===== config.mk =====
export PLATFORM = sky130hd
export DESIGN_NAME = imd_mul
export DESIGN_NICKNAME = d
export VERILOG_FILES = /design/src/rtl/imd_pkg.sv /design/src/rtl/imd_mul.sv
export SDC_FILE = /design/constraint.sdc
export NUM_CORES = 1
export LEC_CHECK = 0
export BUFFER_PORTS_ARGS = -buffer_cell sky130_fd_sc_hd__buf_2
export CORE_ASPECT_RATIO = 1.1
export CORE_MARGIN = 2
export CORE_UTILIZATION = 30
export CTS_CLUSTER_SIZE = 14
export DETAILED_ROUTE_END_ITERATION = 6
export PLACE_DENSITY = 0.59
export SETUP_SLACK_MARGIN = 0.3
export SYNTH_ARGS = -nofsm -noshare
export SYNTH_HDL_FRONTEND = slang
export SYNTH_SLANG_ARGS = --single-unit

===== constraint.sdc =====
create_clock -name clk -period 3.96 [get_ports clk]
set_input_delay 0.792 -clock clk [delete_from_list [all_inputs] [get_ports clk]]
set_output_delay 0.792 -clock clk [all_outputs]
set_load 0.05 [all_outputs]

===== src/rtl/imd_pkg.sv =====
// shared types and constants of the integer matrix determinant unit
// no dependencies
package imd_pkg;

  // configuration register indexes
  localparam logic CFG_ROW_COUNT = 1'b0;
  localparam logic CFG_COL_COUNT = 1'b1;

  // result status codes
  localparam logic [1:0] STAT_OK         = 2'd0;
  localparam logic [1:0] STAT_NOT_SQUARE = 2'd1;
  localparam logic [1:0] STAT_OVERFLOW   = 2'd2;

  // magnitude bound of every intermediate value, 2^63-1, held in 65 bits
  localparam logic signed [64:0] MAG_LIMIT = {2'b00, {63{1'b1}}};
  localparam logic signed [63:0] DET_MAX   = 64'sd2147483647;
  localparam logic signed [63:0] DET_MIN   = -64'sd2147483648;

  // iterations of the serial arithmetic units
  localparam logic [6:0] SERIAL_STEPS = 7'd64;

  typedef enum logic [4:0] {
    S_LOAD,
    S_PIV_RD,
    S_PIV_CHK,
    S_SW_RK,
    S_SW_RP,
    S_SW_WK,
    S_SW_WP,
    S_KK_RD,
    S_KK_CAP,
    S_IK_RD,
    S_IK_CAP,
    S_KJ_RD,
    S_IJ_RD,
    S_MUL_GO,
    S_MUL_WAIT,
    S_SUB,
    S_DIV_WAIT,
    S_K_END,
    S_FIN_RD,
    S_FIN_CAP
  } imd_state_t;

  typedef struct packed {
    logic               done;
    logic               ovf;
    logic signed [63:0] prod;
  } imd_mul_res_t;

  typedef struct packed {
    logic               done;
    logic signed [63:0] quot;
  } imd_div_res_t;

endpackage


===== src/rtl/imd_mul.sv =====
// serial checked multiplier, one operand bit per cycle, msb first
// depends on imd_pkg
module imd_mul (
  input  logic                  clk,
  input  logic                  rst_n,
  input  logic                  start,
  input  logic signed [63:0]    op_a,
  input  logic signed [63:0]    op_b,
  output imd_pkg::imd_mul_res_t res
);
  import imd_pkg::*;

  logic [63:0] ua_r;
  logic [63:0] ub_r;
  logic [63:0] acc_r;
  logic        neg_r;
  logic        ovf_r;
  logic [6:0]  cnt_r;
  logic        done_r;
  logic [65:0] sum;

  // double the partial product and add the multiplicand when the bit is set
  assign sum = {1'b0, acc_r, 1'b0} + (ub_r[63] ? {2'b00, ua_r} : 66'd0);

  always_ff @(posedge clk) begin
    if (!rst_n) begin
      cnt_r  <= '0;
      done_r <= 1'b0;
    end else begin
      done_r <= 1'b0;
      if (start) begin
        cnt_r <= SERIAL_STEPS;
      end else if (cnt_r != '0) begin
        cnt_r <= cnt_r - 7'd1;
        if (cnt_r == 7'd1) begin
          done_r <= 1'b1;
        end
      end
    end
  end

  // operands as magnitudes, sign kept apart
  always_ff @(posedge clk) begin
    if (start) begin
      ua_r  <= op_a[63] ? 64'(-op_a) : 64'(op_a);
      ub_r  <= op_b[63] ? 64'(-op_b) : 64'(op_b);
      neg_r <= op_a[63] ^ op_b[63];
      acc_r <= '0;
      ovf_r <= 1'b0;
    end else if (cnt_r != '0) begin
      acc_r <= sum[63:0];
      ub_r  <= {ub_r[62:0], 1'b0};
      ovf_r <= ovf_r | (sum[65:63] != 3'd0);
    end
  end

  assign res.done = done_r;
  assign res.ovf  = ovf_r;
  assign res.prod = neg_r ? -$signed(acc_r) : $signed(acc_r);

endmodule


==> results of run 1 <==
[critical path: stages, from the launching register on]
cell and delay (ps):
sky130_fd_sc_hd__dfxtp_2 320, sky130_fd_sc_hd__or4_4 530, sky130_fd_sc_hd__or3_4 350, sky130_fd_sc_hd__or4_4 420, sky130_fd_sc_hd__or3_4 340, sky130_fd_sc_hd__or2_4 250, sky130_fd_sc_hd__nand3b_1 260, sky130_fd_sc_hd__nor2_2 190
sky130_fd_sc_hd__nand4_1 210, sky130_fd_sc_hd__o31ai_4 360, sky130_fd_sc_hd__xnor2_4 150, sky130_fd_sc_hd__buf_6 170
[state kept, by name (all words and copies together) (netlist names)]
signal	flops
neg_r	1
ua_r	64
cnt_r	7
acc_r	64
done_r	1
ovf_r	1
ub_r	64
[worst min-delay path by stage]
stage | from | end | slack [ps] | depth (start not counted)
after floorplan | acc_r[1] | acc_r[1] | 460 | 2
after global placement | acc_r[1] | acc_r[1] | 490 | 2
after detailed placement | acc_r[1] | acc_r[1] | 490 | 2
after CTS | op_a[0] | ua_r[0] | 420 | 1
after global routing | op_a[0] | ua_r[0] | 430 | 1
final | op_a[0] | ua_r[0] | 460 | 1
[area by class of cell]
cell class | instances | area share, %
antenna | 6 | 0.0722
clock buffer | 40 | 3.87
clock inverter | 8 | 0.391
inverter | 33 | 0.595
multi-input combinational | 1385 | 51.7
sequential | 202 | 25.7
tap | 652 | 3.92
timing repair buffer | 388 | 13.8
[metrics by stage]
stage	power [mW]	instance area, um^2	worst slack, ps	utilization [%]	hold slack [ps]
4_1_cts	15.0	19800	-1050	40.4	422
3_5_place_dp	11.7	18200	-564	37.1	492
5_1_grt	16.6	20800	-1120	42.4	430
3_3_place_gp	11.7	18200	-525	37.1	491
2_1_floorplan	9.30	15500	-169	-	462
6_report	15.6	20800	-956	42.4	458
[what timing repair did]
item	in CTS	in global routing
gates resized for setup	159	156
gates cloned	0	4
endpoints found under the setup margin	66	67
setup buffers	15	13
pin swaps	40	69
hold endpoints to repair	0	0
[per-layer routing]
layer | wire length (um) | track usage, % | vias up
li1 | - | - | 6907
met1 | 19200 | 20.7 | 6502
met2 | 21100 | 27.5 | 338
met4 | 1280 | 5.67 | 12
met3 | 3230 | 4.27 | 73
met5 | 69 | 0 | -
[synthesized netlist by cell type (12+ instances only)]
| master | number |
|---|---|
| sky130_fd_sc_hd__o31ai_1 | 53 |
| sky130_fd_sc_hd__clkbuf_1 | 90 |
| sky130_fd_sc_hd__a21o_1 | 36 |
| sky130_fd_sc_hd__a211oi_1 | 13 |
| sky130_fd_sc_hd__edfxtp_1 | 129 |
| sky130_fd_sc_hd__nor4_1 | 16 |
| sky130_fd_sc_hd__nand3_1 | 25 |
| sky130_fd_sc_hd__nor3_1 | 29 |
| sky130_fd_sc_hd__xor2_1 | 87 |
| sky130_fd_sc_hd__o21ai_0 | 112 |
| sky130_fd_sc_hd__o41ai_1 | 27 |
| sky130_fd_sc_hd__a22o_1 | 23 |
| sky130_fd_sc_hd__nor2_1 | 124 |
| sky130_fd_sc_hd__nand4_1 | 31 |
| sky130_fd_sc_hd__and2_1 | 66 |
| sky130_fd_sc_hd__dfxtp_1 | 73 |
| sky130_fd_sc_hd__or3_1 | 27 |
| sky130_fd_sc_hd__xnor2_1 | 161 |
| sky130_fd_sc_hd__inv_1 | 33 |
| sky130_fd_sc_hd__nand2_1 | 179 |
| sky130_fd_sc_hd__nand2b_1 | 12 |
| sky130_fd_sc_hd__ha_1 | 68 |
| sky130_fd_sc_hd__or4_1 | 26 |
| sky130_fd_sc_hd__a21oi_1 | 167 |
[power by group through the flow]
stage / registers (mW) / clock network (mW) / logic (mW)
after floorplan: 3.42 / 0 / 5.88
after global placement: 3.42 / 0 / 8.24
after detailed placement: 3.44 / 0 / 8.31
after CTS: 3.43 / 2.48 / 9.07
after global routing: 3.52 / 2.56 / 10.5
final: 3.45 / 2.41 / 9.78
[cell families after synthesis]
logic type | after synthesis
AO/OA/AOI/OAI | 497
AND/OR/NAND/NOR | 566
buffers and inverters | 134
flip-flops | 202
XOR/XNOR | 248
multiplexers | 5
adder cells (fa/ha/maj) | 69
==> metrics, run 1 <==
result of the run finished, violations left; violated checks setup timing; iteration-0 DRC count of the detailed router around 800; setup slack after layout -956 ps; Root Buffer Master sky130_fd_sc_hd__clkbuf_16; vias after detailed routing around 14000; number of placed I/O pins slightly below 200; CP Data Arrival Time around 4000 ps; sequential share of the synthesized area about 36%; horizontal extent of the die 216 um; fraction of synthesized area in multiplexers less than 1%; H-Tree Level Count 1; height of the die about 240 um; antenna violations before repair 12; most common library cell in the layout ignoring fill and taps sky130_fd_sc_hd__buf_4; library cell with the largest summed area after synthesis sky130_fd_sc_hd__edfxtp_1; Routed Antenna Nets 0; final layout net count 2236; share of the synthesized netlist area taken by xor and xnor gates 14.6%; maximum clock path buffer count 3; average wire per standard cell between 15 and 20 um; hold-fix buffer count after cts 0; dominant combinational cell family by area after synthesis compound AO/OA/AOI/OAI gates; clock skew after layout approximately 23 ps; reg-to-reg slack, setup between 200 and 250 ps; CTS sink cnt between 200 and 250; Initial Util 30.4%; Die ar. around 51000 um^2; number of global-route vias before repair ~13000; sequential power share 22.0%; Sum Neg Setup Slack -20590 ps; clock tree from TritonCTS done; area occupied by multi-input gates about 11000 um^2; count of final setup violators 38; ratio of total power to cell area around 750 nW/um^2; simple-gate portion of the synthesized area about a fifth; count of endpoints failing hold in the final timing report 0; Worst Setup End Kind output port; detailed-router iteration count before antenna repair 5; Syn Nets around 1900; HPWL after detailed placement ~33 mm; Placement Rows between 80 and 90; number of buffers added on ports ~200; fraction of synthesized cell area taken by the top area cell type 26.0%; switching power approximately 7.4 mW; fin. max-slew vios 0; top achievable clock speed 0.203 GHz; ratio of final minimum period to clock period 124%; Crit Path Max Fanout 3; fraction of the mapped netlist area in adder cells about 5.8%; GPL Wtd Cong about 0.91; Slew headroom approximately 19%; number of remaining DRC errors 0; proportion of power drawn by combinational gates between 60% and 70%; CP Class flop to output port; setup repair after global routing missed its margin yes; time the worst path needs with I/O delays and setup a little under 5000 ps; DP Cell Count between 2000 and 3000; vias per inst around 5.1; transition time at the pin with the least slew margin around 1200 ps; #FFs+latches synth between 200 and 250; category of the worst setup path launch point flop; complex-gate fraction of the synthesized area 21.2%; final WL around 45 mm; switching part of the total 47.2%; worst setup path start acc_r[15]; post-synthesis cell count approximately 1700; number of maximum-capacitance violations 0; data required time of the worst path between 3000 and 4000 ps; share of final-layout standard cells stronger than drive strength 1 32.2%; wire length of the first global-routing pass ~70 mm; Worst Setup EP res[60]; Internal Dissipation 8.26 mW; area taken by flip-flops and latches 5340 um^2; later-pin clock latency in the skew report between 500 and 600 ps; post-synth design cell area 14900 um^2; maximum vdd drop roughly 480 uV; Fillers about 4700; clock share of power 15.4%; synth top area cells sky130_fd_sc_hd__edfxtp_1, sky130_fd_sc_hd__dfxtp_1, sky130_fd_sc_hd__xnor2_1, sky130_fd_sc_hd__ha_1, sky130_fd_sc_hd__a21oi_1; number of unique standard cell types used by synthesis 62; post-route non-filler standard cell count ~2700; FF-to-FF Start ub_r[63]; maximum number of pins on one net before global-route repair 77; dominant synthesized flop cell sky130_fd_sc_hd__edfxtp_1; Ys Warns 0; syn avg cell area slightly below 9 um^2; global-route congestion overflow total 0; capture point of the worst reg-to-reg path acc_r[58]; clock-pin slew reported for the worst setup and hold paths after clock tree synthesis around 60 ps; share of async-settable or async-resettable flops after synthesis 0%; Static Leak around 8.1 nW; Worst Reg-to-Reg Cells 17; number of flops mapped to enable cells by yosys 129; most frequent cells in the layout sky130_fd_sc_hd__buf_4, sky130_fd_sc_hd__nand2_1, sky130_fd_sc_hd__a21oi_1; CTS Buf Count 26; area growth from synthesis to layout 39.7%; core area just under 50000 um^2; path type of the worst min-delay path primary input to flop; Overall Global Routing Usage between 15 and 20%
Note: power is estimated with default switching activity, not from simulation.
==> run 2: changes to the inputs <==
CORE_ASPECT_RATIO = 0.5   (was 1.1)
==> metrics, run 2 (synthesis gave the netlist of run 1 again) <==
result of the run finished, violations left (unchanged); violated checks setup timing (unchanged); height of the die 162 um (was 238 um); CTS Buf Count 23 (was 26); area occupied by multi-input gates 10800 um^2 (about the same); worst path cell trace or4_4 -> or3_4 -> or4_4 -> buf_4 -> buf_6 -> or3_4 -> nor2_4 -> nand2_2 -> or4_4 -> o41ai_2 -> xnor2_2 -> buf_4 (was or4_4 -> or3_4 -> or4_4 -> or3_4 -> or2_4 -> nand3b_1 -> nor2_2 -> nand4_1 -> o31ai_4 -> xnor2_4 -> buf_6); data required time of the worst path 3170 ps (about the same); number of buffer and inverter stages on the critical path 3 (was 1); ratio of total power to cell area 749 nW/um^2 (was 752 nW/um^2); CP Class flop to output port (unchanged); setup slack after layout -1040 ps (was -956 ps); count of endpoints failing hold in the final timing report 0 (unchanged); registers with the highest flip-flop counts acc_r x64, ua_r x64, ub_r x64 (unchanged); later-pin clock latency in the skew report 540 ps (was 560 ps); number of remaining DRC errors 0 (unchanged); Worst path most repeated cell sky130_fd_sc_hd__or4_4; ratio of final minimum period to clock period 126% (was 124%); detailed-router iteration count before antenna repair 7 (was 5); instance area at placement 18600 um^2 (was 18200 um^2); count of final setup violators 38 (unchanged); pre-CTS worst setup slack -619 ps (was -564 ps); clock tree from TritonCTS done (unchanged); core area 48800 um^2 (was 49000 um^2); Routed Antenna Nets 0 (unchanged); maximum number of pins on one net before global-route repair 112 (was 77); clock skew after layout 27.4 ps (was 22.8 ps); Overall Global Routing Usage 17.4% (was 16.5%); transition time at the pin with the least slew margin 1190 ps (was 1220 ps); share of final-layout standard cells stronger than drive strength 1 34.6% (was 32.2%); Die ar. 51600 um^2 (was 51500 um^2); time the worst path needs with I/O delays and setup 5000 ps (was 4920 ps); category of the worst setup path launch point flop (unchanged); H-Tree Level Count 1 (unchanged); CP Data Arrival Time 4210 ps (was 4120 ps); Sum Neg Setup Slack -26360 ps (was -20590 ps); Worst Setup End Kind output port (unchanged); clock-pin slew reported for the worst setup and hold paths after clock tree synthesis 60 ps (about the same); number of placed I/O pins 197 (unchanged); final layout net count 2295 (was 2236); Crit Path Max Fanout 4 (was 3); vias per inst 5.08 (was 5.10); antenna violations before repair 6 (was 12); area growth from synthesis to layout 42.4% (was 39.7%); fin. max-slew vios 0 (unchanged); most frequent cells in the layout sky130_fd_sc_hd__buf_4, sky130_fd_sc_hd__nand2_1, sky130_fd_sc_hd__a21oi_1, sky130_fd_sc_hd__buf_2, sky130_fd_sc_hd__edfxtp_1 (was sky130_fd_sc_hd__buf_4, sky130_fd_sc_hd__nand2_1, sky130_fd_sc_hd__a21oi_1); tightest hold margin 503 ps (was 458 ps); global-route congestion overflow total 0 (unchanged); average wire per standard cell 16.9 um (was 16.5 um); Slew headroom 21.0% (was 18.5%); Static Leak 8.47 nW (was 8.15 nW); iteration-0 DRC count of the detailed router 690 (was 815); vias after detailed routing 14052 (was 13832); number of global-route vias before repair 13631 (was 13436); number of maximum-capacitance violations 0 (unchanged); Root Buffer Master sky130_fd_sc_hd__clkbuf_16 (unchanged); number of buffers added on ports 196 (unchanged); worst stage delay on the critical path 530 ps (about the same); maximum vdd drop 423 uV (was 476 uV); cell with the largest stage delay on the worst path sky130_fd_sc_hd__or4_4 (unchanged); HPWL after detailed placement 34.0 mm (was 33.3 mm); wire length of the first global-routing pass 72.6 mm (was 69.5 mm); horizontal extent of the die 319 um (was 216 um); GPL Wtd Cong 0.912 (was 0.907); final std cell area, no fill 21200 um^2 (was 20800 um^2); maximum clock path buffer count 3 (unchanged); path type of the worst min-delay path primary input to flop (unchanged); post-route core utilization 43.5% (was 42.4%); Placement Rows 57 (was 85); kind of cell with the highest combined delay on the critical path simple AND/OR/NAND/NOR gates (unchanged); final WL 46.7 mm (was 44.9 mm); setup repair after global routing missed its margin yes (unchanged); Initial Util 30.5% (was 30.4%); most common library cell in the layout ignoring fill and taps sky130_fd_sc_hd__buf_4 (unchanged); CTS sink cnt 202 (unchanged); Fillers 4772 (was 4695); top achievable clock speed 0.200 GHz (was 0.203 GHz); area taken by flip-flops and latches 5340 um^2 (unchanged)
==> run 2: changes by cell type in the layout (fill, tap and decap cells not counted), sizes merged <==
| cell | change |
|---|---|
| inv | -2 |
| clkbuf | -10 |
| buf | +64 |
| clkinvlp | +2 |
| bufinv | +1 |
==> run 2: routing by layer <==
layer / track usage [%] / part of all wire, % / vias to the layer above
li1: - / - / 7023
met1: 21.2 / 43 / 6733
met2: 32.1 / 51 / 233
met3: 2.01 / 3.0 / 63
met4: 5.21 / 2.6 / 0
met5: 0 / 0 / -
==> run 2: cell type report <==
type	instances	area share, %
clock buffers	32	3.11
inverters	33	0.584
clock inverters	9	0.472
flip-flops and latches	202	25.2
well taps	649	3.83
multi-input cells	1385	51.0
repair buffers	450	15.8
diodes	6	0.0708
==> run 2: what timing repair did <==
item                       4_1_cts  5_1_grt
gates resized for setup        185      144
hold buffers                     0        0
setup buffers                   23       22
pin swaps                       59       86
cloned                           1        0
setup endpoints to repair       66       70
==> run 2: report_power, final <==
part / switching, mW / internal [mW]
registers: 0.514 / 2.91
logic: 6.03 / 4.20
clock network: 0.936 / 1.29
==> run 2: worst reg2reg max path: stages, from the launching register on <==
cell and delay, ps:
sky130_fd_sc_hd__edfxtp_1 420, sky130_fd_sc_hd__buf_6 180, sky130_fd_sc_hd__buf_16 150, sky130_fd_sc_hd__and2_4 150, sky130_fd_sc_hd__ha_4 280, sky130_fd_sc_hd__nand4_1 180, sky130_fd_sc_hd__a211oi_4 290, sky130_fd_sc_hd__o21ai_2 120
sky130_fd_sc_hd__a311oi_2 250, sky130_fd_sc_hd__buf_4 180, sky130_fd_sc_hd__a21oi_4 50, sky130_fd_sc_hd__o21a_1 200, sky130_fd_sc_hd__o41a_1 440, sky130_fd_sc_hd__o31a_1 380, sky130_fd_sc_hd__buf_4 160, sky130_fd_sc_hd__xnor2_2 120
sky130_fd_sc_hd__a22o_1 180
==> run 2: path summary, 6_finish.rpt <==
path,endpoint,slack (ps),cells past startpoint,from
max,res[51],-1040,12,acc_r[15]
min reg2reg,acc_r[40],520,2,acc_r[40]
min,ua_r[0],500,1,op_a[0]
max reg2reg,acc_r[58],130,16,ub_r[63]
==> run 2: through the flow <==
stage / cells / total power, mW
final: 2766 / 15.9
after global routing: 2766 / 16.8
after CTS: 2738 / 15.3
after detailed placement: 2673 / 12.0
after global placement: 2673 / 12.0
after floorplan: 1721 / 9.30
